<file path="src/spq_pkg.sv">
// Shared types and sizes for the stable priority queue.
`timescale 1ns / 1ps

package spq_pkg;

    localparam int DEPTH     = 16;
    localparam int PAYLOAD_W = 32;
    localparam int PRIO_W    = 4;
    localparam int COUNT_W   = $clog2(DEPTH + 1);

    // Stream packing widths, rounded up to whole bytes.
    localparam int S_DATA_BITS = PAYLOAD_W + PRIO_W;
    localparam int S_DATA_W    = ((S_DATA_BITS + 7) / 8) * 8;
    localparam int M_DATA_BITS = 1 + PAYLOAD_W + PRIO_W + 1 + PAYLOAD_W + PRIO_W + COUNT_W;
    localparam int M_DATA_W    = ((M_DATA_BITS + 7) / 8) * 8;

    // Request kinds carried on the input tuser bit.
    typedef enum logic {
        CMD_ENQ = 1'b0,
        CMD_DEQ = 1'b1
    } cmd_t;

    // Result status codes carried on the output tuser bits.
    typedef enum logic [1:0] {
        ST_OK    = 2'd0,
        ST_FULL  = 2'd1,
        ST_EMPTY = 2'd2
    } status_t;

    // One queue slot.
    typedef struct packed {
        logic                 valid;
        logic [PAYLOAD_W-1:0] payload;
        logic [PRIO_W-1:0]    prio;
    } entry_t;

    // Shift control broadcast to every cell.
    typedef struct packed {
        logic enq;
        logic deq;
    } shift_ctrl_t;

endpackage

</file>
<file path="src/spq_cell.sv">
// One slot of the sorted shift-register queue.
`timescale 1ns / 1ps

module spq_cell (
    input  logic                clk,
    input  logic                rst_n,
    input  spq_pkg::shift_ctrl_t ctrl,
    input  spq_pkg::entry_t     new_entry,
    input  spq_pkg::entry_t     left_entry,
    input  logic                left_displace,
    input  spq_pkg::entry_t     right_entry,
    output logic                displace,
    output spq_pkg::entry_t     entry,
    output spq_pkg::entry_t     entry_next
);
    import spq_pkg::*;

    entry_t slot_reg;
    entry_t slot_next;

    // The new entry goes ahead of this slot when the slot is empty or holds a
    // strictly greater priority; equal priorities stay in front.
    assign displace = !slot_reg.valid || (slot_reg.prio > new_entry.prio);

    // Keep, shift towards the back, take the new entry, or shift to the front.
    always_comb
    begin
        slot_next = slot_reg;
        if (ctrl.enq)
        begin
            if (displace)
            begin
                slot_next = left_displace ? left_entry : new_entry;
            end
        end
        else if (ctrl.deq)
        begin
            slot_next = right_entry;
        end
    end

    // Slot register; reset leaves the slot empty and its contents cleared.
    always_ff @(posedge clk or negedge rst_n)
    begin
        if (!rst_n)
        begin
            slot_reg <= '0;
        end
        else
        begin
            slot_reg <= slot_next;
        end
    end

    assign entry      = slot_reg;
    assign entry_next = slot_next;

endmodule

</file>
<file path="src/stable_priority_queue.sv">
// Top level of the stable priority queue: a row of sorted cells and the result register.
//
//  channel  | direction | tdata (low bit up)                         | tuser
//  s_*      | in        | payload, priority_req, zero fill           | cmd
//  m_*      | out       | popped_valid, popped_payload, popped_priority,| status
//           |           | front_valid, front_payload, front_priority, |
//           |           | occupancy, zero fill                        |
//
// Every cell compares its priority with the new one in parallel and shifts one place,
// so one request per cycle is sustained while each result is taken on m_tready.
// The result is registered; a new request is taken while the current result is read.
// Reset empties the queue and clears the result valid flag (the result data is not reset); no clearing pass is needed.
// While the result waits on m_tready, s_tready stays low and the queue holds.
`timescale 1ns / 1ps

module stable_priority_queue (
    input  logic                         clk,
    input  logic                         rst_n,
    input  logic                         s_tvalid,
    output logic                         s_tready,
    input  logic [spq_pkg::S_DATA_W-1:0] s_tdata,  // payload, priority_req
    input  logic                         s_tuser,  // cmd
    output logic                         m_tvalid,
    input  logic                         m_tready,
    output logic [spq_pkg::M_DATA_W-1:0] m_tdata,  // popped_valid, popped_payload,
                                                   // popped_priority, front_valid,
                                                   // front_payload, front_priority,
                                                   // occupancy
    output logic [1:0]                   m_tuser   // status
);
    import spq_pkg::*;

    logic                 req_fire;
    logic                 is_deq;
    logic                 full;
    logic                 empty;
    shift_ctrl_t          ctrl;
    entry_t               new_entry;
    entry_t               cur   [DEPTH];
    entry_t               nxt   [DEPTH];
    logic                 disp  [DEPTH];
    logic [COUNT_W-1:0]   count_reg;
    logic [COUNT_W-1:0]   count_next;
    status_t              status;
    logic                 out_valid_reg;
    logic [M_DATA_W-1:0]  out_data_reg;
    logic [M_DATA_W-1:0]  out_data_next;
    status_t              out_status_reg;
    entry_t               popped;
    entry_t               front;

    // Request decode.
    assign s_tready  = !out_valid_reg || m_tready;
    assign req_fire  = s_tvalid && s_tready;
    assign is_deq    = (cmd_t'(s_tuser) == CMD_DEQ);
    assign full      = (count_reg == COUNT_W'(DEPTH));
    assign empty     = (count_reg == '0);
    assign ctrl.enq  = req_fire && !is_deq && !full;
    assign ctrl.deq  = req_fire && is_deq && !empty;

    assign new_entry.valid   = 1'b1;
    assign new_entry.payload = s_tdata[PAYLOAD_W-1:0];
    assign new_entry.prio    = s_tdata[PAYLOAD_W +: PRIO_W];

    // Row of cells: front at index 0.
    genvar gi;
    generate
        for (gi = 0; gi < DEPTH; gi++)
        begin : g_cell
            entry_t left_e;
            entry_t right_e;
            logic   left_d;

            if (gi == 0)
            begin : g_first
                assign left_e = new_entry;
                assign left_d = 1'b0;
            end
            else
            begin : g_mid
                assign left_e = cur[gi-1];
                assign left_d = disp[gi-1];
            end

            if (gi == DEPTH - 1)
            begin : g_last
                assign right_e = '0;
            end
            else
            begin : g_inner
                assign right_e = cur[gi+1];
            end

            spq_cell u_cell (
                .clk           (clk),
                .rst_n         (rst_n),
                .ctrl          (ctrl),
                .new_entry     (new_entry),
                .left_entry    (left_e),
                .left_displace (left_d),
                .right_entry   (right_e),
                .displace      (disp[gi]),
                .entry         (cur[gi]),
                .entry_next    (nxt[gi])
            );
        end
    endgenerate

    // Occupancy and status.
    always_comb
    begin
        count_next = count_reg;
        status     = ST_OK;
        if (ctrl.enq)
        begin
            count_next = count_reg + COUNT_W'(1);
        end
        else if (ctrl.deq)
        begin
            count_next = count_reg - COUNT_W'(1);
        end
        if (!is_deq && full)
        begin
            status = ST_FULL;
        end
        else if (is_deq && empty)
        begin
            status = ST_EMPTY;
        end
    end

    // Result assembly: popped slot before the step, front slot after it.
    always_comb
    begin
        popped = ctrl.deq ? cur[0] : '0;
        front  = nxt[0].valid ? nxt[0] : '0;
        out_data_next = '0;
        out_data_next[M_DATA_BITS-1:0] = {count_next,
                                          front.prio, front.payload, front.valid,
                                          popped.prio, popped.payload, popped.valid};
    end

    // Control registers.
    always_ff @(posedge clk or negedge rst_n)
    begin
        if (!rst_n)
        begin
            count_reg     <= '0;
            out_valid_reg <= 1'b0;
        end
        else
        begin
            count_reg <= count_next;
            if (req_fire)
            begin
                out_valid_reg <= 1'b1;
            end
            else if (m_tready)
            begin
                out_valid_reg <= 1'b0;
            end
        end
    end

    // Result payload register.
    always_ff @(posedge clk)
    begin
        if (req_fire)
        begin
            out_data_reg   <= out_data_next;
            out_status_reg <= status;
        end
    end

    assign m_tvalid = out_valid_reg;
    assign m_tdata  = out_data_reg;
    assign m_tuser  = out_status_reg;

endmodule
</file>
<file path="config.mk">
export PLATFORM = sky130hd
export DESIGN_NAME = stable_priority_queue
export DESIGN_NICKNAME = d
export VERILOG_FILES = /design/src/spq_pkg.sv /design/src/spq_cell.sv /design/src/stable_priority_queue.sv
export SDC_FILE = /design/constraint.sdc
export NUM_CORES = 2
export LEC_CHECK = 0
export ABC_AREA = 1
export BUFFER_PORTS_ARGS = -buffer_cell sky130_fd_sc_hd__buf_4
export CAP_MARGIN = 0
export CORE_MARGIN = 8
export CORE_UTILIZATION = 50
export DETAILED_ROUTE_END_ITERATION = 16
export GPL_TIMING_DRIVEN = 0
export PLACE_DENSITY = 0.64
export SYNTH_ARGS = -nofsm -noshare
export SYNTH_HDL_FRONTEND = slang
export SYNTH_HIERARCHICAL = 1
export SYNTH_SLANG_ARGS = --single-unit
</file>
<file path="constraint.sdc">
create_clock -name clk -period 4.6 [get_ports clk]
set_input_delay 0.46 -clock clk [delete_from_list [all_inputs] [get_ports clk]]
set_output_delay 0.46 -clock clk [all_outputs]
set_load 0.05 [all_outputs]
</file>
* Word-level counts from Yosys, hierarchy flattened
Index checks and enable logic that the tools add are counted.
** Operators by class
- Reductions and logical operators :: 62
- Equality and inequality tests :: 16
- Add/subtract/negate cells :: 2
- Muxes and demuxes :: 69
- Order comparisons :: 16
** Operator list (number)
- two-way mux 37 bit :: 64
- > comparator 4 bit :: 16
- inequality test 2 x 1 -> 1 bit, second input constant :: 15
- AND reduction 2 bit :: 15
- zero test 1 bit :: 20
- logical OR 1 bit :: 17
- two-way mux 5 bit :: 2
- logical AND 1 bit :: 7
- adder 5 x 1 -> 5 bit, second input constant :: 1
- == test 5 bit, second input constant :: 1
- zero test 5 bit :: 1
- subtractor 5 x 1 -> 5 bit, second input constant :: 1
- nonzero test 2 bit :: 2
- two-way mux 1 bit :: 2
- two-way mux 2 bit :: 1
** Word-level totals
- Flip-flop bits (word level) :: 679

* Depth between registers and ports, before layout
- Word-level depth :: 8
- Depth in mapped cells :: 17
- Depth with buffers taken out :: 15

* By module
The synthesis kept the hierarchy.
** Modules (own cells, without submodules)
- spq_cell :: times used 16, area an instance 2798.9 um2, cells an instance 420
- stable_priority_queue :: times used 1, area an instance 3478.3 um2, cells an instance 305

* Least setup slack after synthesis
OpenSTA, ideal clock, no wires.
- Kind :: register -> register
- From :: reg out_valid_reg, in the netlist m_tvalid
- To :: reg out_data_reg[44], in the netlist m_tdata[44] (data pin)
- Cell stages (with the launch flop) :: 12
- Library setup time :: 129 ps
- Arrival time :: 3407 ps
- Required time :: 4471 ps
- Period minus slack after synthesis :: 3536 ps
- Path buffers :: 4
- Path slack :: 1064 ps
- Cell sequence :: dfrtp_1 -> nand2_2 -> nand3_1 -> nor2_1 -> buf_2 -> clkbuf_1 -> a211oi_1 -> a31oi_1 -> buf_2 -> clkbuf_1 -> nand2_1 -> inv_1
** RTL lines
- start, declared :: line stable_priority_queue.sv:45 : logic out_valid_reg;
- start signal, assigned :: line stable_priority_queue.sv:149 : out_valid_reg <= 1'b0;
- start signal, assigned :: line stable_priority_queue.sv:156 : out_valid_reg <= 1'b1;
- start signal, assigned :: line stable_priority_queue.sv:160 : out_valid_reg <= 1'b0;
- end signal, assigned :: line stable_priority_queue.sv:170 : out_data_reg <= out_data_next;
- end, declared :: line stable_priority_queue.sv:46 : logic [M_DATA_W-1:0] out_data_reg;

==> summary.txt <==
Critical path
  – R2r endpoint: m_tdata[54]
  – Crit Path Category: reg2reg
  – R2R depth: 15
  – Worst EP arrival: 4.44 ns
  – Crit Path Max Fanout: 18
  – Reg2reg start: count_reg[0]
  – Critical path required time: 5.13 ns
  – Type of destination of the critical path: flip-flop
  – R2R Setup Slk: 0.68 ns
  – CP startpoint kind: flip-flop

Clock tree
  – Sink Count: 679
  – Resized cells post-CTS: 0
  – TritonCTS clock tree: yes
  – Worst-Skew Late Latency: 0.67 ns
  – Clk pin slew, worst setup/hold paths: 0.06 ns
  – Post-CTS setup buffers: 0
  – CTS HTree Levels: 3
  – Root Buffer: clkbuf_16
  – Hold-fix buffers at CTS: 1
  – TritonCTS buffer count: 84
  – Longest Clk Path Bufs: 3

Yosys
  – Cell taking the most area after synthesis: dfrtp_1
  – Synthesis Warnings: 6
  – Share of the synthesized area in the top cell type: 0.310
  – #FFs+latches synth: 679
  – Synth cell types: 25
  – Post-synthesis sequential area ratio: 0.360
  – Avg Cell Area, Syn: 6.87 sq um
  – Syn Inst Count: 7025
  – Synth area leaders: dfrtp_1 (31%), nand2_1 (19%), nand3_1 (12%), mux2i_1 (11%), o21ai_0 (6.5%)
  – Synthesized cell area: 48300 sq um

Global routing
  – Vias in the first global route: 47400
  – Grt ovf: 0
  – First-pass GRT wire length: 265000 microns
  – Global Route Usage Sum: 0.308
  – Largest net degree at the start of global routing: 109
  – Initial antenna violation count: 3

Routing
  – Drt first pass iters: 6
  – Mean routed wirelength per cell: 19.7 microns
  – 1st-iter DRT viols: 4468
  – Vias: 48400
  – Drt drc: 0
  – Antenna-violating nets left: 0
  – Final wirelength: 170000 microns
  – Post-DR vias/cell: 5.60

Power and ir drop
  – Worst VDD drop: 0.000349 V
  – Power Density: 764 nW/um^2
  – Total power: 41.3 mW
  – Static Leak: 28.9 nW

Cells and area
  – Layout cells sized above 1: 0.0727
  – Sequential Area: 17400 sq um
  – Max reg flops: 592
  – Area grow syn2layout: 12.1%
  – NumNets Final: 7410
  – Diode count: 0
  – Layout fillers: 9444
  – Multi-input gate area: 25600 sq um

Timing
  – Final WS setup: 0.684 ns
  – Fin Clk Skew: 0.0242 ns
  – Final Slew Violations: 0
  – Max-slew headroom: 0.401
  – Measured slew at the worst slew-check pin: 0.898 ns
  – Hold Violations, Final: 0
  – Fmax: 255 MHz
  – Final period utilization: 0.851
  – Unrepaired setup endpoints after global routing: no
  – Worst hold slack: 0.0809 ns
  – Min Tclk post-route: 3.92 ns
  – Endpoints failing setup: 0
  – Sum Neg Setup Slack: 0 ns

Floorplan
  – Rows: 114
  – Die W: 327 microns
  – Full die area: 107000 sq um
  – Core ar.: 96100 sq um
  – Boundary Pins: 129
  – Starting Density: 0.502
  – Die height: 327 microns

Outcome
  – Status: finished, final reports clean

Placed design
  – I/O Buffers: 123
  – Dpl hpwl: 125000 microns
  – Placement Setup Slack: 0.718 ns
  – Routability cong.: 0.946

Hold path
  – Hold Crit Class: in2reg
  – Hold Crit Depth: 4
  – WHS Endpoint: m_tvalid
  – Hold wc startpoint: m_tready

Flow run
  – Maxcap violations: 0
==> layer usage <==
layer,vias up,GRT usage,wire length [microns]
li1,23200,-,-
met1,22900,0.377,68000
met2,1754,0.517,80100
met3,543,0.0551,11800
met4,0,0.159,10200
met5,-,0,0
==> critical path: stages (launching register included) <==
cell      delay [ns]
dfrtp_1         0.39
inv_1           0.10
ha_1            0.26
nand2_1         0.10
nor2_1          0.06
nor2_4          0.14
buf_12          0.22
buf_12          0.22
buf_2           0.29
clkbuf_1        0.37
a211oi_1        0.13
a31oi_1         0.26
buf_2           0.29
clkbuf_1        0.71
nand2_1         0.12
inv_1           0.09
==> cell type report <==
type | instances | area share
clock buffers | 113 | 0.0444
multi-input cells | 5107 | 0.474
clock inverters | 37 | 0.00816
repair buffers | 134 | 0.0222
well taps | 1276 | 0.0295
inverters | 804 | 0.0559
flip-flops and latches | 679 | 0.321
plain buffers | 489 | 0.0446
==> placed cells by master (no fill, tap or decap), types with 19 or more instances in the layout <==
cell       instances
ha_1              66
buf_2            164
buf_6             49
inv_1            770
dfrtp_1          598
clkbuf_16         87
nor2_1            58
nand3_1         1178
buf_1             64
clkinv_2          19
nand2_2           34
buf_4            123
nand2_1         2492
o21ai_0          625
edfxtp_1          81
conb_1            56
mux2i_1          544
clkinv_1          20
clkbuf_1         224
==> synth_stat cells <==
| master | count |
|---|---|
| buf_6 | 49 |
| nor2_4 | 1 |
| ha_1 | 66 |
| a211oi_1 | 16 |
| o21ai_1 | 1 |
| nand2_2 | 34 |
| clkbuf_1 | 211 |
| buf_1 | 64 |
| nand3_2 | 1 |
| conb_1 | 2 |
| o21ai_0 | 625 |
| clkinv_1 | 16 |
| nor2_1 | 59 |
| a21oi_1 | 16 |
| nand3_1 | 1178 |
| inv_2 | 17 |
| a31oi_1 | 16 |
| buf_2 | 164 |
| edfxtp_1 | 81 |
| nand2_1 | 2492 |
| dfrtp_1 | 598 |
| buf_4 | 1 |
| inv_1 | 771 |
| mux2i_1 | 544 |
| xor2_1 | 2 |
==> through the flow <==
step,instances,utilization,instance area [sq um]
finish,8639,0.563,54100
global route,8639,0.563,54100
CTS,8639,0.563,54100
detailed placement,8488,0.533,51300
global placement,8478,0.530,51000
floorplan,7079,-,48500
==> cell families (layout without fill, tap and decap cells) <==
family,Yosys count,count (layout),share of synthesized area
XOR/XNOR,2,2,0.000363
flip-flops,679,679,0.360
AO/OA/AOI/OAI,674,674,0.0711
buffers and inverters,1293,1577,0.113
adder cells (fa/ha/maj),66,66,0.0171
other,2,56,0.000156
multiplexers,544,544,0.113
AND/OR/NAND/NOR,3765,3765,0.325
==> how the worst max path moves through the flow <==
stage	startpoint	endpoint	slack [ns]	depth (start not counted)
6_report	count_reg[0]	m_tdata[54]	0.68	15
5_1_grt	count_reg[0]	m_tdata[54]	0.45	15
4_1_cts	count_reg[0]	m_tdata[54]	0.69	15
3_5_place_dp	m_tready	m_tdata[54]	0.72	15
3_3_place_gp	rst_n	g_cell[15].u_cell/entry[29]	-4.39	1
2_1_floorplan	m_tvalid	m_tdata[44]	1.06	11
==> report_power, final <==
group	switching (mW)	total, mW	internal, mW	leakage [nW]
Combinational	14.5	22.8	8.32	19.2
Sequential	2.85	11.5	8.68	8.29
Clock	2.79	7.00	4.21	1.41
No activity file was read; power rests on OpenSTA's default activity.
